### config.mk
export PLATFORM = sky130hd
export DESIGN_NAME = pairwise_site_distance_counter_top
export DESIGN_NICKNAME = d
export VERILOG_FILES = /design/src/rtl/core/psdc_pkg.sv /design/src/rtl/core/pairwise_site_distance_counter_top.sv /design/src/rtl/core/psdc_front.sv /design/src/rtl/core/psdc_queue.sv /design/src/rtl/core/psdc_back.sv
export SDC_FILE = /design/constraint.sdc
export NUM_CORES = 1
export LEC_CHECK = 0
export BUFFER_PORTS_ARGS = -buffer_cell sky130_fd_sc_hd__buf_2
export CAP_MARGIN = 20
export CORE_MARGIN = 3
export CORE_UTILIZATION = 55
export CTS_CLUSTER_DIAMETER = 100
export CTS_CLUSTER_SIZE = 28
export DETAILED_ROUTE_END_ITERATION = 8
export PLACE_DENSITY = 0.72
export SLEW_MARGIN = 20
export SYNTH_ARGS = -nofsm -noshare
export SYNTH_HDL_FRONTEND = slang
export SYNTH_HIERARCHICAL = 1
export SYNTH_SLANG_ARGS = --single-unit
### constraint.sdc
create_clock -name clk -period 29.8 [get_ports clk]
set_input_delay 2.98 -clock clk [delete_from_list [all_inputs] [get_ports clk]]
set_output_delay 2.98 -clock clk [all_outputs]
set_load 0.01 [all_outputs]
### src/rtl/core/psdc_pkg.sv
// Shared types, constants and symbol decode functions for the pairwise
// site distance counter. No dependencies.
package psdc_pkg;

	localparam int SUM_W    = 36;
	localparam int SYM_W    = 8;
	localparam int WEIGHT_W = 16;
	localparam int LIMIT_W  = 7;
	localparam int INDEX_W  = 2;

	localparam logic [1:0] KIND_NUC   = 2'd0;
	localparam logic [1:0] KIND_AMINO = 2'd1;

	localparam logic [INDEX_W-1:0] CFG_KIND  = 2'd0;
	localparam logic [INDEX_W-1:0] CFG_CODED = 2'd1;
	localparam logic [INDEX_W-1:0] CFG_LIMIT = 2'd2;

	localparam logic [LIMIT_W-1:0] LIMIT_RESET = 7'd20;

	localparam logic [1:0] NUC_A = 2'd0;
	localparam logic [1:0] NUC_C = 2'd1;
	localparam logic [1:0] NUC_G = 2'd2;
	localparam logic [1:0] NUC_T = 2'd3;
	localparam logic [1:0] TRANSITION_XOR = 2'd2;

	typedef struct packed {
		logic [1:0]         kind;
		logic               coded;
		logic [LIMIT_W-1:0] limit;
	} cfg_t;

	typedef struct packed {
		logic             ok;
		logic [1:0]       code;
	} nuc_t;

	typedef struct packed {
		logic [SUM_W-1:0] mismatch;
		logic [SUM_W-1:0] transition;
		logic [SUM_W-1:0] transversion;
		logic [SUM_W-1:0] valid;
		logic [SUM_W-1:0] den;
	} pair_sums_t;

	typedef enum logic [1:0] {
		BK_IDLE,
		BK_DIV,
		BK_HOLD
	} bk_state_t;

	function automatic nuc_t nuc_decode(input logic [SYM_W-1:0] sym, input logic coded);
		nuc_t r;
		r.ok   = 1'b0;
		r.code = NUC_A;
		if (coded) begin
			r.ok   = (sym < 8'd4);
			r.code = sym[1:0];
		end else begin
			case (sym)
				"A", "a": begin
					r.ok = 1'b1; r.code = NUC_A;
				end
				"C", "c": begin
					r.ok = 1'b1; r.code = NUC_C;
				end
				"G", "g": begin
					r.ok = 1'b1; r.code = NUC_G;
				end
				"T", "t", "U", "u": begin
					r.ok = 1'b1; r.code = NUC_T;
				end
				default: begin
					r.ok = 1'b0; r.code = NUC_A;
				end
			endcase
		end
		return r;
	endfunction

	// residue letters: A-Z in either case, without B J O U X Z; coded symbols: below the limit
	function automatic logic residue_valid(input logic [SYM_W-1:0] sym, input logic coded,
			input logic [LIMIT_W-1:0] limit);
		logic [SYM_W-1:0] up;
		logic             letter;
		up     = sym & 8'hDF;
		letter = (up >= "A") && (up <= "Z") && (sym[7] == 1'b0);
		if (coded)
			return sym < {1'b0, limit};
		return letter && (up != "B") && (up != "J") && (up != "O") && (up != "U")
			&& (up != "X") && (up != "Z");
	endfunction

	function automatic logic [SUM_W-1:0] sat_add(input logic [SUM_W-1:0] sum,
			input logic [WEIGHT_W-1:0] w, input logic en);
		logic [SUM_W:0] s;
		s = {1'b0, sum} + {{(SUM_W+1-WEIGHT_W){1'b0}}, w};
		if (!en)
			return sum;
		return s[SUM_W] ? {SUM_W{1'b1}} : s[SUM_W-1:0];
	endfunction

endpackage

### src/rtl/core/pairwise_site_distance_counter_top.sv
// Pairwise site distance counter: configuration registers, front end, queue, back end.
// Uses psdc_pkg, psdc_front, psdc_queue, psdc_back.
// Sites: one transfer per cycle; stall only while both queue entries hold pairs.
// Result: the pair summary passes through the queue and, unless there are no valid sites or
// the ratio is one, the bit-serial restoring divider; one pair at a time, two more can wait.
// Reset (arst_n low): sums cleared, queue emptied, back end to idle; registers to 0, 0, 20.
module pairwise_site_distance_counter_top #(
	parameter int MAX_SITES  = 1048576,
	parameter int RATIO_BITS = 16
) (
	input  logic                          clk,
	input  logic                          arst_n,
	input  logic                          cfg_we,
	input  logic [psdc_pkg::INDEX_W-1:0]  cfg_index,
	input  logic [psdc_pkg::LIMIT_W-1:0]  cfg_data,
	input  logic                          s_tvalid,
	output logic                          s_tready,
	// symbol_first[7:0], symbol_second[15:8], site_weight[31:16]
	input  logic [31:0]                   s_tdata,
	input  logic                          s_tlast,      // last_site
	output logic                          m_tvalid,
	input  logic                          m_tready,
	// mismatch_weight, transition_weight, transversion_weight, valid_weight,
	// distance_ratio, no_valid_sites, at_or_over_limit, zero fill
	output logic [((4 * psdc_pkg::SUM_W + RATIO_BITS + 10) / 8) * 8 - 1:0] m_tdata
);

	localparam int SW      = psdc_pkg::SUM_W;
	localparam int TALLY_W = $clog2(MAX_SITES + 1);
	localparam int FIELD_W = 4 * SW + RATIO_BITS + 3;
	localparam int OUT_W   = ((FIELD_W + 7) / 8) * 8;
	localparam logic [RATIO_BITS:0] RATIO_ONE  = (RATIO_BITS+1)'(1) << RATIO_BITS;
	localparam logic [RATIO_BITS:0] RATIO_HIGH = (RATIO_BITS+1)'(3) << (RATIO_BITS - 2);

	psdc_pkg::cfg_t       cfg_q;
	psdc_pkg::pair_sums_t push_data, pop_data;
	logic                 push, pop, q_full, q_empty;
	logic [SW-1:0]        mismatch, transition, transversion, valid;
	logic [RATIO_BITS:0]  ratio;
	logic                 none, high;

	always_ff @(posedge clk or negedge arst_n) begin
		if (!arst_n) begin
			cfg_q.kind  <= psdc_pkg::KIND_NUC;
			cfg_q.coded <= 1'b0;
			cfg_q.limit <= psdc_pkg::LIMIT_RESET;
		end else if (cfg_we) begin
			case (cfg_index)
				psdc_pkg::CFG_KIND:  cfg_q.kind  <= cfg_data[1:0];
				psdc_pkg::CFG_CODED: cfg_q.coded <= cfg_data[0];
				psdc_pkg::CFG_LIMIT: cfg_q.limit <= cfg_data;
				default:             cfg_q       <= cfg_q;
			endcase
		end
	end

	psdc_front #(
		.MAX_SITES (MAX_SITES),
		.TALLY_W   (TALLY_W)
	) u_front (
		.clk       (clk),
		.arst_n    (arst_n),
		.cfg       (cfg_q),
		.s_tvalid  (s_tvalid),
		.s_tready  (s_tready),
		.s_tdata   (s_tdata),
		.s_tlast   (s_tlast),
		.q_full    (q_full),
		.push      (push),
		.push_data (push_data)
	);

	psdc_queue u_queue (
		.clk       (clk),
		.arst_n    (arst_n),
		.push      (push),
		.push_data (push_data),
		.pop       (pop),
		.pop_data  (pop_data),
		.full      (q_full),
		.empty     (q_empty)
	);

	psdc_back #(
		.RATIO_BITS (RATIO_BITS)
	) u_back (
		.clk          (clk),
		.arst_n       (arst_n),
		.q_empty      (q_empty),
		.q_data       (pop_data),
		.pop          (pop),
		.m_tvalid     (m_tvalid),
		.m_tready     (m_tready),
		.mismatch     (mismatch),
		.transition   (transition),
		.transversion (transversion),
		.valid        (valid),
		.ratio        (ratio),
		.none         (none),
		.high         (high)
	);

	assign m_tdata = OUT_W'({high, none, ratio, valid, transversion, transition, mismatch});

	a_none_zero: assert property (@(posedge clk) disable iff (!arst_n)
		m_tvalid && none |-> (ratio == '0) && !high)
		else $error("no_valid_sites with nonzero ratio or limit flag");

	a_ratio_max: assert property (@(posedge clk) disable iff (!arst_n)
		m_tvalid |-> (ratio <= RATIO_ONE))
		else $error("distance ratio above one");

	a_high_match: assert property (@(posedge clk) disable iff (!arst_n)
		m_tvalid && !none |-> (high == (ratio >= RATIO_HIGH)))
		else $error("limit flag disagrees with ratio");

endmodule

### src/rtl/core/psdc_front.sv
// Front end: accepts sites, classifies the symbol pair and accumulates the
// weighted sums; pushes a pair summary into the queue on the last site. Uses psdc_pkg.
module psdc_front #(
	parameter int MAX_SITES = 1048576,
	parameter int TALLY_W   = 21
) (
	input  logic                  clk,
	input  logic                  arst_n,
	input  psdc_pkg::cfg_t        cfg,
	input  logic                  s_tvalid,
	output logic                  s_tready,
	input  logic [31:0]           s_tdata,
	input  logic                  s_tlast,
	input  logic                  q_full,
	output logic                  push,
	output psdc_pkg::pair_sums_t  push_data
);

	logic [psdc_pkg::SUM_W-1:0] mismatch_q, transition_q, transversion_q, valid_q;
	logic [psdc_pkg::SUM_W-1:0] mismatch_nx, transition_nx, transversion_nx, valid_nx;
	logic [TALLY_W-1:0]          tally_q, tally_nx;
	logic [psdc_pkg::SYM_W-1:0]  sym_a, sym_b;
	logic [psdc_pkg::WEIGHT_W-1:0] wt;
	psdc_pkg::nuc_t              na, nb;
	logic                        site_ok, diff, ts, is_nuc, accept;

	assign sym_a    = s_tdata[7:0];
	assign sym_b    = s_tdata[15:8];
	assign wt       = s_tdata[31:16];
	assign s_tready = !q_full;
	assign accept   = s_tvalid && s_tready;
	assign is_nuc   = (cfg.kind == psdc_pkg::KIND_NUC);

	always_comb begin
		na      = psdc_pkg::nuc_decode(sym_a, cfg.coded);
		nb      = psdc_pkg::nuc_decode(sym_b, cfg.coded);
		site_ok = 1'b1;
		diff    = (sym_a != sym_b);
		ts      = 1'b0;
		case (cfg.kind)
			psdc_pkg::KIND_NUC: begin
				site_ok = na.ok && nb.ok;
				diff    = (na.code != nb.code);
				ts      = ((na.code ^ nb.code) == psdc_pkg::TRANSITION_XOR);
			end
			psdc_pkg::KIND_AMINO: begin
				site_ok = psdc_pkg::residue_valid(sym_a, cfg.coded, cfg.limit)
					&& psdc_pkg::residue_valid(sym_b, cfg.coded, cfg.limit);
			end
			default: begin
				site_ok = 1'b1;
			end
		endcase
	end

	always_comb begin
		valid_nx        = psdc_pkg::sat_add(valid_q, wt, site_ok);
		mismatch_nx     = psdc_pkg::sat_add(mismatch_q, wt, site_ok && diff);
		transition_nx   = psdc_pkg::sat_add(transition_q, wt, site_ok && diff && is_nuc && ts);
		transversion_nx = psdc_pkg::sat_add(transversion_q, wt,
			site_ok && diff && is_nuc && !ts);
		tally_nx        = (tally_q == TALLY_W'(MAX_SITES)) ? tally_q : tally_q + 1'b1;
	end

	assign push                   = accept && s_tlast;
	assign push_data.mismatch     = mismatch_nx;
	assign push_data.transition   = transition_nx;
	assign push_data.transversion = transversion_nx;
	assign push_data.valid        = valid_nx;
	assign push_data.den          = (cfg.kind[1]) ?
		{{(psdc_pkg::SUM_W-TALLY_W){1'b0}}, tally_nx} : valid_nx;

	always_ff @(posedge clk or negedge arst_n) begin
		if (!arst_n) begin
			mismatch_q     <= '0;
			transition_q   <= '0;
			transversion_q <= '0;
			valid_q        <= '0;
			tally_q        <= '0;
		end else if (accept) begin
			if (s_tlast) begin
				mismatch_q     <= '0;
				transition_q   <= '0;
				transversion_q <= '0;
				valid_q        <= '0;
				tally_q        <= '0;
			end else begin
				mismatch_q     <= mismatch_nx;
				transition_q   <= transition_nx;
				transversion_q <= transversion_nx;
				valid_q        <= valid_nx;
				tally_q        <= tally_nx;
			end
		end
	end

endmodule

### src/rtl/core/psdc_queue.sv
// Two-entry queue of pair summaries between front and back end.
// Uses psdc_pkg.
module psdc_queue (
	input  logic                 clk,
	input  logic                 arst_n,
	input  logic                 push,
	input  psdc_pkg::pair_sums_t push_data,
	input  logic                 pop,
	output psdc_pkg::pair_sums_t pop_data,
	output logic                 full,
	output logic                 empty
);

	psdc_pkg::pair_sums_t entry_q [2];
	logic                 wr_ptr_q, rd_ptr_q;
	logic [1:0]           count_q;

	assign full     = (count_q == 2'd2);
	assign empty    = (count_q == 2'd0);
	assign pop_data = entry_q[rd_ptr_q];

	always_ff @(posedge clk) begin
		if (push)
			entry_q[wr_ptr_q] <= push_data;
	end

	always_ff @(posedge clk or negedge arst_n) begin
		if (!arst_n) begin
			wr_ptr_q <= 1'b0;
			rd_ptr_q <= 1'b0;
			count_q  <= 2'd0;
		end else begin
			if (push)
				wr_ptr_q <= !wr_ptr_q;
			if (pop)
				rd_ptr_q <= !rd_ptr_q;
			case ({push, pop})
				2'b10:   count_q <= count_q + 2'd1;
				2'b01:   count_q <= count_q - 2'd1;
				default: count_q <= count_q;
			endcase
		end
	end

endmodule

### src/rtl/core/psdc_back.sv
// Back end: takes a pair summary, runs the restoring ratio divider one bit
// per cycle if mismatch < den; holds the result for output. Uses psdc_pkg.
module psdc_back #(
	parameter int RATIO_BITS = 16
) (
	input  logic                       clk,
	input  logic                       arst_n,
	input  logic                       q_empty,
	input  psdc_pkg::pair_sums_t       q_data,
	output logic                       pop,
	output logic                       m_tvalid,
	input  logic                       m_tready,
	output logic [psdc_pkg::SUM_W-1:0] mismatch,
	output logic [psdc_pkg::SUM_W-1:0] transition,
	output logic [psdc_pkg::SUM_W-1:0] transversion,
	output logic [psdc_pkg::SUM_W-1:0] valid,
	output logic [RATIO_BITS:0]        ratio,
	output logic                       none,
	output logic                       high
);

	localparam int CNT_W = $clog2(RATIO_BITS);
	localparam int SW    = psdc_pkg::SUM_W;

	psdc_pkg::bk_state_t state_q, state_nx;
	logic [SW-1:0]       mis_q, ts_q, tv_q, val_q, den_q, rem_q;
	logic [RATIO_BITS:0] ratio_q;
	logic [CNT_W-1:0]    cnt_q;
	logic                none_q, high_q;
	logic                ld_none, ld_ge, ld_high, step_done, sub_ok;
	logic [SW:0]         rem_sh;
	logic [SW+1:0]       mis4, den3;

	assign ld_none   = (q_data.den == '0);
	assign ld_ge     = (q_data.mismatch >= q_data.den);
	assign mis4      = {q_data.mismatch, 2'b00};
	assign den3      = {2'b00, q_data.den} + {1'b0, q_data.den, 1'b0};
	assign ld_high   = !ld_none && (mis4 >= den3);
	assign rem_sh    = {rem_q, 1'b0};
	assign sub_ok    = (rem_sh >= {1'b0, den_q});
	assign step_done = (cnt_q == CNT_W'(RATIO_BITS - 1));

	always_comb begin
		state_nx = state_q;
		case (state_q)
			psdc_pkg::BK_IDLE: begin
				if (!q_empty)
					state_nx = (ld_none || ld_ge) ? psdc_pkg::BK_HOLD : psdc_pkg::BK_DIV;
			end
			psdc_pkg::BK_DIV: begin
				if (step_done)
					state_nx = psdc_pkg::BK_HOLD;
			end
			psdc_pkg::BK_HOLD: begin
				if (m_tready)
					state_nx = psdc_pkg::BK_IDLE;
			end
			default: state_nx = psdc_pkg::BK_IDLE;
		endcase
	end

	always_comb begin
		pop      = 1'b0;
		m_tvalid = 1'b0;
		case (state_q)
			psdc_pkg::BK_IDLE: pop      = !q_empty;
			psdc_pkg::BK_HOLD: m_tvalid = 1'b1;
			default: begin
				pop      = 1'b0;
				m_tvalid = 1'b0;
			end
		endcase
	end

	always_ff @(posedge clk or negedge arst_n) begin
		if (!arst_n)
			state_q <= psdc_pkg::BK_IDLE;
		else
			state_q <= state_nx;
	end

	always_ff @(posedge clk) begin
		if (pop) begin
			mis_q   <= q_data.mismatch;
			ts_q    <= q_data.transition;
			tv_q    <= q_data.transversion;
			val_q   <= q_data.valid;
			den_q   <= q_data.den;
			rem_q   <= q_data.mismatch;
			none_q  <= ld_none;
			high_q  <= ld_high;
			cnt_q   <= '0;
			ratio_q <= (!ld_none && ld_ge) ? {1'b1, {RATIO_BITS{1'b0}}} : '0;
		end else if (state_q == psdc_pkg::BK_DIV) begin
			cnt_q   <= cnt_q + 1'b1;
			rem_q   <= sub_ok ? SW'(rem_sh - {1'b0, den_q}) : rem_sh[SW-1:0];
			ratio_q <= {ratio_q[RATIO_BITS-1:0], sub_ok};
		end
	end

	assign mismatch     = mis_q;
	assign transition   = ts_q;
	assign transversion = tv_q;
	assign valid        = val_q;
	assign ratio        = ratio_q;
	assign none         = none_q;
	assign high         = high_q;

endmodule
==> summary.md, run 1 <==
| Metric | Value |
|---|---|
| DRT iter0 DRCs | 2512 |
| Top post-synthesis cells by count | edfxtp_1, a21oi_1, nor2_1, nand2_1, ha_1 |
| Detailed-route DRC error count | 0 |
| Asr flop ratio synth | 0.232 |
| Most area-consuming cells after synthesis | edfxtp_1, dfrtp_1, ha_1, a21oi_1, mux2_4 |
| VDD IR max | 0.0000746 V |
| Number of nets with antenna violations after routing | 0 |
| Die W | 285 um |
| Main flop type after synthesis | edfxtp_1 |
| WL final | 101 mm |
| Slew HR | 0.199 |
| Most frequent cell after synthesis | edfxtp_1 |
| GRT Util Overall | 0.243 |
| Post-synthesis sequential area ratio | 0.525 |
| Number of synthesized register bits | 780 |
| Clock buffer depth | 3 |
| Switching portion of total power | 0.399 |
| Max-Cap Viols | 0 |
| Crit share post-route | 0.229 |
| Largest family of logic cells by synthesized area | compound AO/OA/AOI/OAI gates |
| Worst clock skew | 0.0376 ns |
| Final setup violation count | 0 |
| Routed length per instance | 20.6 um |
| CTS tree | built |
| Post-synthesis mux area share | 0.0707 |
| Critical Path Slowest Stage Cell | buf_4 |
| Final-layout fill cell count | 6199 |
| Placed Area | 44600 um^2 |
| Tot Pwr | 4.44 mW |
| Mapped Cells | 3737 |
| Mapped Area | 42800 um^2 |
| Max stage delay on crit path | 0.83 ns |
| Fin util | 0.599 |
| Routability cong. | 0.941 |
| Outcome | finished, final reports clean |
| Setup TNS | 0 ns |
| Hold Crit Class | flop to flop |
| Initial Utilization | 0.560 |
| Top cell type by total area after synthesis | edfxtp_1 |
| Post-CTS Setup Inserts | 0 |
| Critical path cell sequence | buf_2, nor2b_4, buf_4, nand2_1, inv_1, buf_4, and2_4, buf_4, buf_4 |
| Register share of total power | 0.375 |
| Core Rows | 101 |
| Nets | 4130 |
| Synth cell types | 98 |
| Leak | 18.7 nW |
| Share of cells above drive strength 1 | 0.148 |
| Die Area | 81200 um^2 |
| Psw | 1.77 mW |
| Crit-path most repeated cell | buf_4 |
| Crit start category | primary input |
| # resized after CTS | 0 |
| Ys Warns | 6 |
| Synth Area in Simple Gates | 0.124 |
| Internal | 2.67 mW |
| Hpwl dp | 70.5 mm |
| Clock transition at the registers of the reported paths | 0.10 ns |
| Pins over their slew limit | 0 |
| Initial antenna violation count | 1 |
| Vias | 29600 |
| CTS Root Cell | clkbuf_16 |
| Fmax | 0.147 GHz |
| Final Cell Area | 45800 um^2 |
| RSZ-0062 raised after global routing | false |
| Hold Buf Count CTS | 0 |
| Initial DRT Pass Iterations | 6 |
| Adder-cell share of the synthesized area | 0.0730 |
| Req. time, crit path | 30.00 ns |
| Crit path kind | primary input to flop |
| Synth Area in XOR/XNOR | 0.0358 |
| Synth top area share | 0.417 |
| Slew @ Worst Pin | 1.20 ns |
| Comb power frac | 0.486 |
| I/O pin count | 217 |
| Post-synthesis compound-gate area fraction | 0.138 |
| Area Overhead vs Synth | 6.94% |
| Clock latency on the worst-skew pair | 0.61 ns |
| Vias per cell | 6.05 |
| Syn Area/Cell | 11.5 um^2 |
| Final hold vios | 0 |
| CTS Buf Count | 37 |
| # H-tree levels | 2 |
| Highest net fanout along the worst path | 68 |
| Clk sinks | 780 |
| Global-route wire length before repair | 158 mm |
| Vias in the first global route | 27900 |
| Chip Height | 285 um |
| Critical Path AT | 7.02 ns |
| Final min period | 6.82 ns |
| Worst slack at placement | 22.32 ns |
| Post-synth EDFFs | 595 |
| Power Dens Cells | 97.1 nW/um^2 |
| Largest net degree at the start of global routing | 101 |
| PnR worst setup slack | 22.98 ns |
| Core Area | 76500 um^2 |
| IO buf count | 211 |
| Clk network pwr share | 0.139 |
| Critical path capture point type | flop |
| Total gr overflow | 0 |
| # diodes | 0 |
area by class of cell:
cell class | instances | area (um^2) | share of cell area
multi-input cells | 2637 | 19000 | 0.414
inverters | 141 | 537 | 0.0117
flip-flops and latches | 780 | 22500 | 0.491
well taps | 1030 | 1290 | 0.0282
clock buffers | 54 | 1030 | 0.0226
clock inverters | 14 | 176 | 0.00385
repair buffers | 240 | 1280 | 0.0280
sequential cells by signal, indices dropped and copies added, names as in the netlist:
signal                  count
u_front/tally_q            21
u_back/valid               36
u_queue/wr_ptr_q            1
u_back/mismatch            36
u_queue/rd_ptr_q            1
u_back/none                 1
u_front/valid_q            36
u_front/transversion_q     36
u_back/state_q              2
u_back/den_q               36
u_queue/count_q             2
u_back/ratio               17
u_back/transition          36
u_front/transition_q       36
u_back/rem_q               36
u_back/transversion        36
cfg_q                      10
u_queue/entry_q           360
u_back/cnt_q                4
u_back/high                 1
u_front/mismatch_q         36
per-layer routing:
metal | share of wire | global-route usage | wire length, um
met3 | 0.060 | 0.0265 | 6010
met5 | 0 | 0 | 0
met4 | 0.023 | 0.0586 | 2330
met2 | 0.46 | 0.394 | 46800
met1 | 0.45 | 0.352 | 45800
worst max-delay path: cells and delay by family:
| kind | cells | cell delay, ns |
|---|---|---|
| buffers and inverters | 6 | 2.92 |
| and+or+nand+nor | 3 | 0.98 |
metrics by stage:
step | std cells | hold WS [ns]
floorplan | 3741 | 0.456
global placement | 4828 | 0.481
detailed placement | 4828 | 0.488
CTS | 4896 | 0.501
global route | 4896 | 0.530
finish | 4896 | 0.502
placed cells by master (no fill, tap or decap), types with 88 or more instances in the layout:
master | Yosys | layout
nand2_1 | 245 | 244
mux2_2 | 110 | 110
dfrtp_1 | 179 | 177
buf_2 | 29 | 210
edfxtp_1 | 595 | 595
nand3_1 | 95 | 95
nor3_1 | 88 | 88
nor2_1 | 279 | 277
o21ai_0 | 161 | 161
ha_1 | 240 | 240
inv_1 | 141 | 140
xnor2_1 | 93 | 93
mux2_4 | 97 | 97
a21oi_1 | 294 | 294
power groups by stage:
| stage | Sequential [mW] | Clock, mW | Combinational [mW] |
|---|---|---|---|
| finish | 1.67 | 0.616 | 2.16 |
| floorplan | 1.75 | 0 | 1.56 |
| detailed placement | 1.69 | 0 | 2.14 |
| CTS | 1.67 | 0.635 | 2.16 |
| global route | 1.69 | 0.672 | 2.39 |
| global placement | 1.68 | 0 | 2.12 |
kinds of logic after synthesis:
| kind of cell | after synthesis |
|---|---|
| multiplexers | 240 |
| other | 1 |
| flip-flops | 780 |
| adder cells (fa/ha/maj) | 246 |
| AO/OA/AOI/OAI | 912 |
| buffers and inverters | 324 |
| XOR/XNOR | 175 |
| AND/OR/NAND/NOR | 1059 |
worst paths after layout:
| path | startpoint | endpoint | slack [ns] | cells past startpoint |
|---|---|---|---|---|
| max reg2reg | u_queue/rd_ptr_q | u_back/high | 23.86 | 22 |
| max in group asynchronous | arst_n | u_front/mismatch_q[16] | 26.04 | 2 |
| min | u_queue/count_q[1] | u_queue/count_q[1] | 0.50 | 1 |
| min reg2reg | u_queue/count_q[1] | u_queue/count_q[1] | 0.50 | 1 |
| min in group asynchronous | arst_n | cfg_q[9] | 2.39 | 1 |
| max | s_tvalid | u_queue/entry_q[1][13] | 22.98 | 9 |
(Power assumes the default switching activity.)
==> run 2: changes to the inputs <==
==> constraint.sdc (replaced) <==
create_clock -name clk -period 6.7 [get_ports clk]
set_input_delay 0.67 -clock clk [delete_from_list [all_inputs] [get_ports clk]]
set_output_delay 0.67 -clock clk [all_outputs]
set_load 0.01 [all_outputs]
==> run 2 against run 1 <==
Compared with the run above:
- die area unchanged
- cell count up 0.29%
- combinational power rose to 4.5 times the previous value
- register-to-register slack worse by 22 ns
- clock skew down 0.020 ns
- clock-buffer cell count down 2
- sequential share of layout area down 0.27 points
- global-route usage up 0.11 points
- clock power rose to 4.5 times the previous value
- critical path type is now flop to flop
- highest routed layer unchanged
==> summary.md, run 2 (synthesis results as in run 1) <==
| Metric | Value |
|---|---|
| Hpwl dp | 71.2 mm (+0.98%) |
| WL final | 101 mm (+0.14%) |
| Setup TNS | 0 ns (unchanged) |
| Placed Area | 44800 um^2 (+0.50%) |
| Hold Buf Count CTS | 0 (unchanged) |
| Crit path to | u_back/high |
| Highest net fanout along the worst path | 21 (-69%) |
| Max stage delay on crit path | 0.61 ns (-0.22 ns) |
| Die Area | 81200 um^2 (unchanged) |
| Cells on worst reg2reg path | 18 (-18%) |
| Crit share post-route | 0.759 |
| Outcome | finished, final reports clean |
| Area Overhead vs Synth | 7.52% |
| Critical path cell sequence | mux2_2, inv_1, fa_1, nor2b_1, o31a_1, o22ai_2, o31ai_2, a31oi_2, o21ai_1, a21oi_2, mux2i_1, a2111oi_0, ha_1, a21o_1, a21o_1, a21oi_1, nor2_1, a211o_1 |
| Leak | 18.8 nW (+0.63%) |
| Vias per cell | 6.05 (about the same) |
| CTS Root Cell | clkbuf_16 |
| Worst r2r src | u_queue/rd_ptr_q |
| # diodes | 0 (unchanged) |
| # H-tree levels | 2 (unchanged) |
| Comb power frac | 0.487 (about the same) |
| Routed length per instance | 20.6 um (-0.14%) |
| Critical Path AT | 5.45 ns (-1.57 ns) |
| Commonest non-fill, non-tap cells in the layout | edfxtp_1, a21oi_1, nor2_1, nand2_1, ha_1 |
| Initial Utilization | 0.560 (unchanged) |
| CTS Buf Count | 37 (unchanged) |
| Clock latency on the worst-skew pair | 0.61 ns (about the same) |
| Clock transition at the registers of the reported paths | 0.10 ns (about the same) |
| Final setup violation count | 0 (unchanged) |
| DRT iter0 DRCs | 2339 (-6.9%) |
| Clk network pwr share | 0.141 (+0.002) |
| Nets | 4144 (+0.34%) |
| GRT Util Overall | 0.244 (+0.00112) |
| Register share of total power | 0.372 (-0.003) |
| CTS tree | built |
| Number of nets with antenna violations after routing | 0 (unchanged) |
| Slew HR | 0.291 (+0.0918) |
| Chip Height | 285 um (unchanged) |
| RSZ-0062 raised after global routing | false |
| Vias in the first global route | 28100 (+0.79%) |
| Total gr overflow | 0 (unchanged) |
| Global-route wire length before repair | 159 mm (+0.49%) |
| Clock buffer depth | 3 (unchanged) |
| R2R setup slack | 1.61 ns (-22.25 ns) |
| Routability cong. | 0.905 (-3.8%) |
| Crit-path most repeated cell | a21o_1 |
| Vias | 29700 (+0.27%) |
| Final hold vios | 0 (unchanged) |
| Top reg by flops | u_queue/entry_q |
| Final Cell Area | 46000 um^2 (+0.55%) |
| Max-Cap Viols | 0 (unchanged) |
| Critical path capture point type | flop |
| Slew @ Worst Pin | 1.06 ns (-0.135 ns) |
| Die W | 285 um (unchanged) |
| Fmax | 0.197 GHz |
| Crit start category | flop |
| Core Area | 76500 um^2 (unchanged) |
| Core Rows | 101 (unchanged) |
| Internal | 12.0 mW (+350%) |
| Largest net degree at the start of global routing | 148 (+47%) |
| Worst clock skew | 0.0174 ns (-0.0203 ns) |
| Power Dens Cells | 432 nW/um^2 (+350%) |
| Crit path kind | flop to flop |
| # resized after CTS | 0 (unchanged) |
| Post-CTS Setup Inserts | 0 (unchanged) |
| Fin util | 0.602 (+0.00327) |
| Detailed-route DRC error count | 0 (unchanged) |
| Share of cells above drive strength 1 | 0.152 (+0.00411) |
| Final min period | 5.09 ns |
| Initial DRT Pass Iterations | 5 (-1) |
| Req. time, crit path | 7.07 ns (-22.93 ns) |
| Clk sinks | 780 (unchanged) |
| Critical Path Slowest Stage Cell | dfrtp_4 |
| IO buf count | 211 (unchanged) |
| Psw | 7.93 mW (+350%) |
| VDD IR max | 0.000334 V (+350%) |
| Largest register FFs | 360 (unchanged) |
| I/O pin count | 217 (unchanged) |
| Commonest non-fill, non-tap cell in the layout | edfxtp_1 |
| Setup crit start | u_queue/rd_ptr_q |
| Pins over their slew limit | 0 (unchanged) |
| Hold Crit Class | primary input to async pin |
| Reg2reg end | u_back/high |
| Switching portion of total power | 0.399 (-0.000580) |
| Initial antenna violation count | 0 (-1) |
[run 2: worst min path at each step]
stage / from / endpoint / cells after the start
after global routing: arst_n / cfg_q[5] / 1
final: arst_n / cfg_q[8] / 1
after CTS: arst_n / u_front/mismatch_q[29] / 1
after floorplan: arst_n / cfg_q[0] / 0
after global placement: u_queue/count_q[1] / u_queue/count_q[1] / 1
after detailed placement: u_queue/count_q[1] / u_queue/count_q[1] / 1
[run 2: stage by stage]
stage                     std cells  hold slack, ns  setup slack [ns]  power (mW)
after floorplan                3741           0.374             0.352        14.6
after global placement         4842           0.480              1.71        17.0
after detailed placement       4842           0.487              1.64        17.1
after CTS                      4910          0.0836              1.61        20.0
after global routing           4910          0.0965              1.23        21.3
final                          4910          0.0538              1.61        19.9
[run 2: cell type report]
cell class / count / area (um^2)
fill: 6169 / 30400
clock buffer: 52 / 1030
multi-input combinational: 2637 / 19000
tap: 1030 / 1290
inverter: 141 / 537
sequential: 780 / 22500
clock inverter: 16 / 200
timing repair buffer: 254 / 1500
[run 2: per-layer routing]
metal  wire [um]  GRT usage
met3        5430     0.0233
met1       45500      0.353
met2       48300      0.403
met4        1860     0.0510
met5           0          0
[run 2: critical path, delay by kind of cell, from the launching register on]
kind,cells,cell delay (ns)
muxes,2,0.48
and+or+nand+nor,2,0.22
DFF,1,0.61
adders and majority gates,2,0.81
AOI/OAI and AO/OA,11,2.62
buffers and inverters,1,0.09
[run 2: power by group through the flow]
| stage | Combinational [mW] | Clock, mW | Sequential (mW) |
|---|---|---|---|
| final | 9.69 | 2.80 | 7.41 |
| after detailed placement | 9.61 | 0 | 7.50 |
| after global routing | 10.7 | 3.04 | 7.53 |
| after floorplan | 6.95 | 0 | 7.69 |
| after CTS | 9.68 | 2.88 | 7.41 |
| after global placement | 9.48 | 0 | 7.48 |
